**config.mk**
```make
export PLATFORM = sky130hd
export DESIGN_NAME = bitmap_block_allocator
export DESIGN_NICKNAME = d
export VERILOG_FILES = /design/src/hw/rtl/bba_pkg.sv /design/src/hw/rtl/bba_ram.sv /design/src/hw/rtl/bitmap_block_allocator.sv
export SDC_FILE = /design/constraint.sdc
export NUM_CORES = 2
export LEC_CHECK = 0
export BUFFER_PORTS_ARGS = -buffer_cell sky130_fd_sc_hd__buf_2
export CAP_MARGIN = 10
export CORE_MARGIN = 8
export CORE_UTILIZATION = 55
export DETAILED_ROUTE_END_ITERATION = 8
export MAX_ROUTING_LAYER = met4
export PLACE_DENSITY = 0.76
export SLEW_MARGIN = 25
export SYNTH_ARGS = -nofsm -noshare
export SYNTH_HDL_FRONTEND = slang
export SYNTH_SLANG_ARGS = --single-unit
```
**constraint.sdc**
```tcl
create_clock -name i_clk -period 8.9 [get_ports i_clk]
set_clock_uncertainty 0.05 [all_clocks]
set_input_delay 0.89 -clock i_clk [delete_from_list [all_inputs] [get_ports i_clk]]
set_output_delay 0.89 -clock i_clk [all_outputs]
set_load 0.02 [all_outputs]
```
**src/hw/rtl/bba_pkg.sv**
```systemverilog
package bba_pkg;

    // Bitmap geometry
    localparam int MAP_BITS  = 4096;
    localparam int WORD_BITS = 32;
    localparam int MAP_WORDS = (MAP_BITS + WORD_BITS - 1) / WORD_BITS;
    localparam int WORD_AW   = (MAP_WORDS > 1) ? $clog2(MAP_WORDS) : 1;
    localparam int POS_W     = $clog2(WORD_BITS);
    localparam int MAP_IDX_W = WORD_AW + POS_W;

    // Field widths
    localparam int BLK_W    = 16;
    localparam int ACTION_W = 2;
    localparam int STATUS_W = 2;

    // Configuration port
    localparam int CFG_ADDR_W = 3;
    localparam int CFG_DATA_W = 32;
    localparam logic REG_FIRST_BLOCK = 1'b0;
    localparam logic [BLK_W-1:0] FIRST_BLOCK_RESET = 16'd906;

    // Action codes
    localparam logic [ACTION_W-1:0] ACT_FIND = 2'd0;
    localparam logic [ACTION_W-1:0] ACT_USE  = 2'd1;
    localparam logic [ACTION_W-1:0] ACT_FREE = 2'd2;

    // Status codes
    localparam logic [STATUS_W-1:0] ST_OK    = 2'd0;
    localparam logic [STATUS_W-1:0] ST_FULL  = 2'd1;
    localparam logic [STATUS_W-1:0] ST_RANGE = 2'd2;

    typedef enum logic [1:0] {
        S_IDLE,
        S_FIND,
        S_MARK
    } t_state;

endpackage

```
**src/hw/rtl/bba_ram.sv**
```systemverilog
module bba_ram #(
    parameter int WIDTH = 32,
    parameter int DEPTH = 128
) (
    input  logic                     i_clk,
    input  logic                     i_wr_en,
    input  logic [$clog2(DEPTH)-1:0] i_wr_addr,
    input  logic [WIDTH-1:0]         i_wr_data,
    input  logic                     i_rd_en,
    input  logic [$clog2(DEPTH)-1:0] i_rd_addr,
    output logic [WIDTH-1:0]         o_rd_data
);

    logic [WIDTH-1:0] r_mem [DEPTH];
    logic [WIDTH-1:0] r_rd_data;

    // Write port
    always_ff @(posedge i_clk) begin
        if (i_wr_en) begin
            r_mem[i_wr_addr] <= i_wr_data;
        end
    end

    // Registered read port
    always_ff @(posedge i_clk) begin
        if (i_rd_en) begin
            r_rd_data <= r_mem[i_rd_addr];
        end
    end

    assign o_rd_data = r_rd_data;

endmodule

```
**src/hw/rtl/bitmap_block_allocator.sv**
```systemverilog
// Free-space bitmap allocator: one bit per block, set means used. An item is
// taken when start is high and busy is low; its single result appears for one
// cycle with o_result_valid and cannot be held off, so the receiver must take
// it then. Timing is set by the bitmap memory's one read port: a find reads one
// bitmap word per cycle from word 0 up, up to 128 words; a mark reads the word,
// then writes it back; an out-of-range mark or the unused action code answers
// straight from idle. busy is high until the result is issued, so the next item
// can be accepted in the cycle the result is shown. The bitmap starts all free
// after reset with no clearing pass: a per-word valid bit makes a never-written
// word read as zero. first_block is written over the APB port at byte address
// 0; the user must write it only while the block is idle, which the block
// itself does not enforce.
module bitmap_block_allocator (
    input  logic                             i_clk,
    input  logic                             i_rst_n,
    // Command channel
    input  logic                             start,
    output logic                             busy,
    input  logic [bba_pkg::ACTION_W-1:0]     i_action,
    input  logic [bba_pkg::BLK_W-1:0]        i_block_number,
    // Result channel
    output logic                             o_result_valid,
    output logic [bba_pkg::BLK_W-1:0]        o_result_block,
    output logic [bba_pkg::STATUS_W-1:0]     o_status,
    // Configuration port
    input  logic                             psel,
    input  logic                             penable,
    input  logic                             pwrite,
    input  logic [bba_pkg::CFG_ADDR_W-1:0]   paddr,
    input  logic [bba_pkg::CFG_DATA_W-1:0]   pwdata,
    output logic [bba_pkg::CFG_DATA_W-1:0]   prdata,
    output logic                             pready
);

    localparam int BLK_W     = bba_pkg::BLK_W;
    localparam int WORD_BITS = bba_pkg::WORD_BITS;
    localparam int WORD_AW   = bba_pkg::WORD_AW;
    localparam int POS_W     = bba_pkg::POS_W;
    localparam int MAP_IDX_W = bba_pkg::MAP_IDX_W;
    localparam int MAP_WORDS = bba_pkg::MAP_WORDS;
    localparam int STATUS_W  = bba_pkg::STATUS_W;
    localparam logic [WORD_AW-1:0] LAST_WORD = WORD_AW'(MAP_WORDS - 1);
    localparam logic [BLK_W:0]     MAP_SPAN  = (BLK_W+1)'(bba_pkg::MAP_BITS);

    bba_pkg::t_state r_state, n_state;

    logic [BLK_W-1:0]     r_first_block;
    logic [MAP_WORDS-1:0] r_valid;
    logic [WORD_AW-1:0]   r_word_idx, n_word_idx;
    logic [POS_W-1:0]     r_bit_pos, n_bit_pos;
    logic                 r_set, n_set;
    logic [BLK_W-1:0]     r_blk, n_blk;

    logic                 r_res_valid, n_res_valid;
    logic [BLK_W-1:0]     r_res_block, n_res_block;
    logic [STATUS_W-1:0]  r_res_status, n_res_status;

    logic                 accept;
    logic                 cfg_write;
    logic [BLK_W:0]       diff;
    logic                 out_of_range;
    logic [MAP_IDX_W-1:0] offset;

    logic                 rd_en;
    logic [WORD_AW-1:0]   rd_addr;
    logic [WORD_BITS-1:0] rd_data;
    logic                 wr_en;
    logic [WORD_BITS-1:0] wr_data;
    logic [WORD_BITS-1:0] cur_word;
    logic [WORD_BITS-1:0] bit_mask;

    logic                 free_found;
    logic [POS_W-1:0]     free_pos;
    logic [BLK_W:0]       free_block;

    // Configuration register
    assign pready    = 1'b1;
    assign cfg_write = psel && penable && pwrite && pready;
    assign prdata    = (paddr[2] == bba_pkg::REG_FIRST_BLOCK)
                       ? bba_pkg::CFG_DATA_W'(r_first_block) : '0;

    always_ff @(posedge i_clk) begin
        if (!i_rst_n) begin
            r_first_block <= bba_pkg::FIRST_BLOCK_RESET;
        end else if (cfg_write && paddr[2] == bba_pkg::REG_FIRST_BLOCK) begin
            r_first_block <= pwdata[BLK_W-1:0];
        end
    end

    // Command transfer and mark range check
    assign busy         = (r_state != bba_pkg::S_IDLE);
    assign accept       = start && !busy;
    assign diff         = {1'b0, i_block_number} - {1'b0, r_first_block};
    assign out_of_range = diff[BLK_W] || (diff >= MAP_SPAN);
    assign offset       = diff[MAP_IDX_W-1:0];

    // Bitmap word, with never-written words reading as all free
    assign cur_word = r_valid[r_word_idx] ? rd_data : '0;
    assign bit_mask = WORD_BITS'(1) << r_bit_pos;
    assign wr_data  = r_set ? (cur_word | bit_mask) : (cur_word & ~bit_mask);

    // Lowest clear bit of the current word
    always_comb begin
        free_found = 1'b0;
        free_pos   = '0;
        for (int i = WORD_BITS - 1; i >= 0; i--) begin
            if (!cur_word[i]) begin
                free_found = 1'b1;
                free_pos   = POS_W'(i);
            end
        end
    end

    assign free_block = {1'b0, r_first_block} + (BLK_W+1)'({r_word_idx, free_pos});

    bba_ram #(
        .WIDTH (WORD_BITS),
        .DEPTH (MAP_WORDS)
    ) u_map (
        .i_clk     (i_clk),
        .i_wr_en   (wr_en),
        .i_wr_addr (r_word_idx),
        .i_wr_data (wr_data),
        .i_rd_en   (rd_en),
        .i_rd_addr (rd_addr),
        .o_rd_data (rd_data)
    );

    // State register and item context
    always_ff @(posedge i_clk) begin
        if (!i_rst_n) begin
            r_state     <= bba_pkg::S_IDLE;
            r_res_valid <= 1'b0;
            r_valid     <= '0;
        end else begin
            r_state     <= n_state;
            r_res_valid <= n_res_valid;
            if (wr_en) begin
                r_valid[r_word_idx] <= 1'b1;
            end
        end
    end

    always_ff @(posedge i_clk) begin
        r_word_idx   <= n_word_idx;
        r_bit_pos    <= n_bit_pos;
        r_set        <= n_set;
        r_blk        <= n_blk;
        r_res_block  <= n_res_block;
        r_res_status <= n_res_status;
    end

    // Sequencer: next state, memory access and result
    always_comb begin
        n_state      = r_state;
        n_word_idx   = r_word_idx;
        n_bit_pos    = r_bit_pos;
        n_set        = r_set;
        n_blk        = r_blk;
        n_res_valid  = 1'b0;
        n_res_block  = r_res_block;
        n_res_status = r_res_status;
        rd_en        = 1'b0;
        rd_addr      = '0;
        wr_en        = 1'b0;

        case (r_state)
            bba_pkg::S_IDLE: begin
                if (accept) begin
                    n_blk = i_block_number;
                    case (i_action)
                        bba_pkg::ACT_FIND: begin
                            // start the scan at word 0
                            rd_en      = 1'b1;
                            rd_addr    = '0;
                            n_word_idx = '0;
                            n_state    = bba_pkg::S_FIND;
                        end
                        bba_pkg::ACT_USE, bba_pkg::ACT_FREE: begin
                            if (out_of_range) begin
                                n_res_valid  = 1'b1;
                                n_res_block  = i_block_number;
                                n_res_status = bba_pkg::ST_RANGE;
                            end else begin
                                rd_en      = 1'b1;
                                rd_addr    = offset[MAP_IDX_W-1:POS_W];
                                n_word_idx = offset[MAP_IDX_W-1:POS_W];
                                n_bit_pos  = offset[POS_W-1:0];
                                n_set      = (i_action == bba_pkg::ACT_USE);
                                n_state    = bba_pkg::S_MARK;
                            end
                        end
                        default: begin
                            // unused code: echo and change nothing
                            n_res_valid  = 1'b1;
                            n_res_block  = i_block_number;
                            n_res_status = bba_pkg::ST_OK;
                        end
                    endcase
                end
            end

            bba_pkg::S_FIND: begin
                // examine one word, fetch the next
                rd_en   = 1'b1;
                rd_addr = r_word_idx + 1'b1;
                if (free_found) begin
                    n_res_valid = 1'b1;
                    n_state     = bba_pkg::S_IDLE;
                    if (free_block[BLK_W]) begin
                        n_res_block  = '0;
                        n_res_status = bba_pkg::ST_FULL;
                    end else begin
                        n_res_block  = free_block[BLK_W-1:0];
                        n_res_status = bba_pkg::ST_OK;
                    end
                end else if (r_word_idx == LAST_WORD) begin
                    n_res_valid  = 1'b1;
                    n_res_block  = '0;
                    n_res_status = bba_pkg::ST_FULL;
                    n_state      = bba_pkg::S_IDLE;
                end else begin
                    n_word_idx = r_word_idx + 1'b1;
                end
            end

            bba_pkg::S_MARK: begin
                // write back the modified word
                wr_en        = 1'b1;
                n_res_valid  = 1'b1;
                n_res_block  = r_blk;
                n_res_status = bba_pkg::ST_OK;
                n_state      = bba_pkg::S_IDLE;
            end

            default: begin
                n_state = bba_pkg::S_IDLE;
            end
        endcase
    end

    assign o_result_valid = r_res_valid;
    assign o_result_block = r_res_block;
    assign o_status       = r_res_status;

endmodule
```
==> impl_metrics.env <==
export IMPL_outcome="finished, final reports clean"
export IMPL_drc=0
export IMPL_drive_gt1_share_pct=15.6
export IMPL_p_leak_nw=60.9
export IMPL_clkPwrFrac_pct=35.5
export IMPL_nets=10700
export IMPL_grt_pass1_wl_mm=730
export IMPL_seq_area_um2=128000
export IMPL_timing_final_crit_share_pct=84.0
export IMPL_min_period_ps=7480
export IMPL_hold_buffers=0
export IMPL_power_frac_seq_pct=49.4
export IMPL_drv_cap=0
export IMPL_ys_types=86
export IMPL_die_area_um2=325000
export IMPL_peakVddDrop_mv=0.230
export IMPL_synth_seq_cells=4322
export IMPL_setup_viol=0
export IMPL_vias=103000
export IMPL_power_density_nw_per_um2=257
export IMPL_io_pins=112
export IMPL_final_cell_area_um2=191000
export IMPL_vias_per_cell=6.85
export IMPL_die_h_um=570
export IMPL_combinationalPowerShare_pct=15.1
export IMPL_dpl_instance_area_um2=177000
export IMPL_crit_arrival_ps=8080
export IMPL_synth_compound_gate_area_share_pct=5.57
export IMPL_antenna_left=0
export IMPL_slowest_stage="edfxtp_1"
export IMPL_min_from="i_block_number[0]"
export IMPL_clkSinkCount=4322
export IMPL_rr_startpoint="r_word_idx[0]$_DFFE_PP_"
export IMPL_synth_edf_count=4175
export IMPL_synth_area_per_cell_um2=16.3
export IMPL_clock_path_buffers=4
export IMPL_clk_pin_slew_worst_paths_ps=60
export IMPL_grt_total_usage_pct=32.4
export IMPL_dp_cells=14300
export IMPL_switchingPower_mw=13.2
export IMPL_netlist_area_um2=169000
export IMPL_finalPower_mw=49.0
export IMPL_rsz0062_at_grt="false"
export IMPL_ys_warn_count=0
export IMPL_design_core_area_um2=306000
export IMPL_clk_latency_ps=950
export IMPL_intPower_mw=35.8
export IMPL_start_util_pct=55.2
export IMPL_synthAdderAreaFrac_pct=0.291
export IMPL_hold_slack_ps=82.6
export IMPL_synthSimpleGateAreaFrac_pct=7.56
export IMPL_htreeDepth=5
export IMPL_hold_viol_final=0
export IMPL_sw_frac_of_total_pct=26.9
export IMPL_ys_flop_type="edfxtp_1"
export IMPL_crit_type="reg -> reg"
export IMPL_crit_required_ps=9500
export IMPL_synth_top_family_by_area="multiplexers"
export IMPL_num_rows=203
export IMPL_synth_xor_xnor_area_share_pct=0.0986
export IMPL_multi_input_area_um2=39300
export IMPL_drt_iter0_drc=16700
export IMPL_critPathMostFrequentCell="o21ai_0"
export IMPL_post_route_worst_setup_slack_ps=1420
export IMPL_final_fill_count=20500
export IMPL_grt_max_degree=129
export IMPL_dr_pass1_iters=7
export IMPL_slew_violations=0
export IMPL_grt_overflow_total=0
export IMPL_postLayoutCoreUtil_pct=62.4
export IMPL_dpl_worst_slack_ps=1390
export IMPL_tritoncts="done"
export IMPL_muxShareOfSynthArea_pct=8.56
export IMPL_critPathBufInv=4
export IMPL_ctsResizeCount=0
export IMPL_worst_slew_pin_slew_ps=1170
export IMPL_grt_pass1_vias=100000
export IMPL_startpoint_type="flop"
export IMPL_place_gp_congestion=0.926
export IMPL_wl_per_cell_um=34.8
export IMPL_max_freq_mhz=134
export IMPL_place_hpwl_mm=296
export IMPL_slew_headroom_pct=21.6
export IMPL_crit_path_start="r_word_idx[0]$_DFFE_PP_"
export IMPL_critPathCaptureType="flop"
export IMPL_cts_buffers=409
export IMPL_critPathTopFamily="compound AO/OA/AOI/OAI gates"
export IMPL_ys_seq_area_share_pct=76.1
export IMPL_async_flop_share_pct=0
export IMPL_die_w_um=570
export IMPL_tns_ps=0
export IMPL_root_buffer="clkbuf_16"
export IMPL_io_buffers=76
export IMPL_wirelength_mm=526
export IMPL_post_cts_buffers=0
export IMPL_crit_fanout=14
export IMPL_layout_cells_non_filler=15100
export IMPL_syn_instance_count=10300
export IMPL_cpPeakStageDelay_ps=760
export IMPL_hp_class="in -> reg"
export IMPL_area_growth_pct=13.1
export IMPL_antenna_found_initial=27
==> flip-flops by register name, indices dropped and copies added (netlist names), 2 cells and up <==
name / flops
r_word_idx: 7
o_result_block: 16
r_state: 2
r_first_block: 16
r_valid: 128
u_map.r_mem: 4096
r_blk: 16
o_status: 2
u_map.o_rd_data: 32
r_bit_pos: 5
==> cells in the mapped netlist (12+ instances only) <==
| master | instances | area share (%) |
|---|---|---|
| mux4_2 | 351 | 4.7 |
| nand4_1 | 173 | 0.64 |
| o221ai_1 | 18 | 0.093 |
| a21oi_1 | 176 | 0.52 |
| nand3_1 | 675 | 2.0 |
| mux2i_1 | 631 | 3.7 |
| a32oi_1 | 147 | 0.76 |
| xnor2_1 | 16 | 0.083 |
| buf_1 | 72 | 0.16 |
| a22o_1 | 26 | 0.13 |
| mux2_2 | 19 | 0.13 |
| buf_4 | 34 | 0.15 |
| clkbuf_1 | 298 | 0.66 |
| a2111oi_0 | 15 | 0.078 |
| nor2_1 | 216 | 0.48 |
| a21boi_0 | 19 | 0.085 |
| o21ai_0 | 109 | 0.32 |
| a221o_1 | 18 | 0.11 |
| dfxtp_1 | 147 | 1.7 |
| nor4_1 | 12 | 0.044 |
| nor3_1 | 38 | 0.11 |
| o22ai_1 | 219 | 0.81 |
| nand2b_1 | 12 | 0.044 |
| and2_1 | 13 | 0.048 |
| inv_1 | 52 | 0.12 |
| a22oi_1 | 106 | 0.47 |
| o2111ai_1 | 24 | 0.12 |
| nand2_1 | 1702 | 3.8 |
| o32ai_1 | 27 | 0.14 |
| o21a_1 | 143 | 0.64 |
| a31oi_1 | 122 | 0.45 |
| buf_6 | 13 | 0.087 |
| and3_1 | 18 | 0.067 |
| o211ai_1 | 18 | 0.080 |
| edfxtp_1 | 4175 | 74 |
| a221oi_1 | 31 | 0.16 |
| ha_1 | 36 | 0.27 |
| nor2b_1 | 44 | 0.16 |
| buf_2 | 232 | 0.69 |
==> power by group through the flow <==
stage	Combinational [mW]	Clock (mW)	Sequential, mW
after floorplan	3.75	0	25.0
after global placement	6.80	0	24.6
after detailed placement	7.07	0	24.6
after CTS	7.12	17.4	24.2
after global routing	7.59	18.2	24.2
final	7.39	17.4	24.2
==> cells by family (layout without fill, tap and decap cells) <==
| family | count (synthesis) | after routing |
|---|---|---|
| multiplexers | 1001 | 1001 |
| buffers and inverters | 702 | 1325 |
| AND/OR/NAND/NOR | 2939 | 2939 |
| AO/OA/AOI/OAI | 1323 | 1323 |
| other | 2 | 45 |
| flip-flops | 4322 | 4322 |
| adder cells (fa/ha/maj) | 38 | 38 |
| XOR/XNOR | 19 | 19 |
==> final cells by class <==
cell class                      count  share of cell area [%]
Antenna cell                       28                  0.0367
Clock buffer                      485                    5.64
Clock inverter                    266                    1.32
Inverter                           53                   0.104
Multi-Input combinational cell   5337                    20.6
Sequential cell                  4322                    67.3
Tap cell                         4100                    2.69
Timing Repair Buffer              521                    2.34
==> cell usage in the layout, fill, tap and decap left out, drive strengths merged, types with 39 or more instances in the layout <==
| master | synthesis | final |
|---|---|---|
| o22ai | 219 | 219 |
| inv | 52 | 64 |
| mux2i | 631 | 631 |
| a32oi | 147 | 147 |
| nand2 | 1702 | 1702 |
| nor2b | 44 | 44 |
| nand3 | 675 | 675 |
| dfxtp | 147 | 147 |
| nor2 | 217 | 217 |
| a21oi | 176 | 176 |
| clkbuf | 298 | 485 |
| nand4 | 173 | 173 |
| o21a | 143 | 143 |
| clkinv | 1 | 204 |
| edfxtp | 4175 | 4175 |
| o21ai | 113 | 113 |
| nor3 | 39 | 39 |
| a31oi | 122 | 122 |
| mux4 | 351 | 351 |
| a22oi | 106 | 106 |
| bufinv | 0 | 46 |
| buf | 351 | 521 |
==> layer usage <==
metal  part of all wire (%)  up-vias  global-route usage, %
li1                       -    41200                      -
met1                     33    51600                   40.1
met2                     45     8843                   47.6
met3                     14     1801                   8.86
met4                    7.9        0                   20.3
met5                      0        -                      -
==> final timing paths <==
| kind | end | slack [ps] | depth (start not counted) |
|---|---|---|---|
| hold / removal | r_blk[0]$_DFFE_PP_ | 80 | 1 |
| setup reg to reg | o_result_block[1]$_DFFE_PP_ | 1420 | 25 |
| setup / recovery | o_result_block[1]$_DFFE_PP_ | 1420 | 25 |
| hold reg to reg | r_first_block[14]$_SDFFE_PN0P_ | 410 | 2 |
Power figures use the tool's default switching activity.
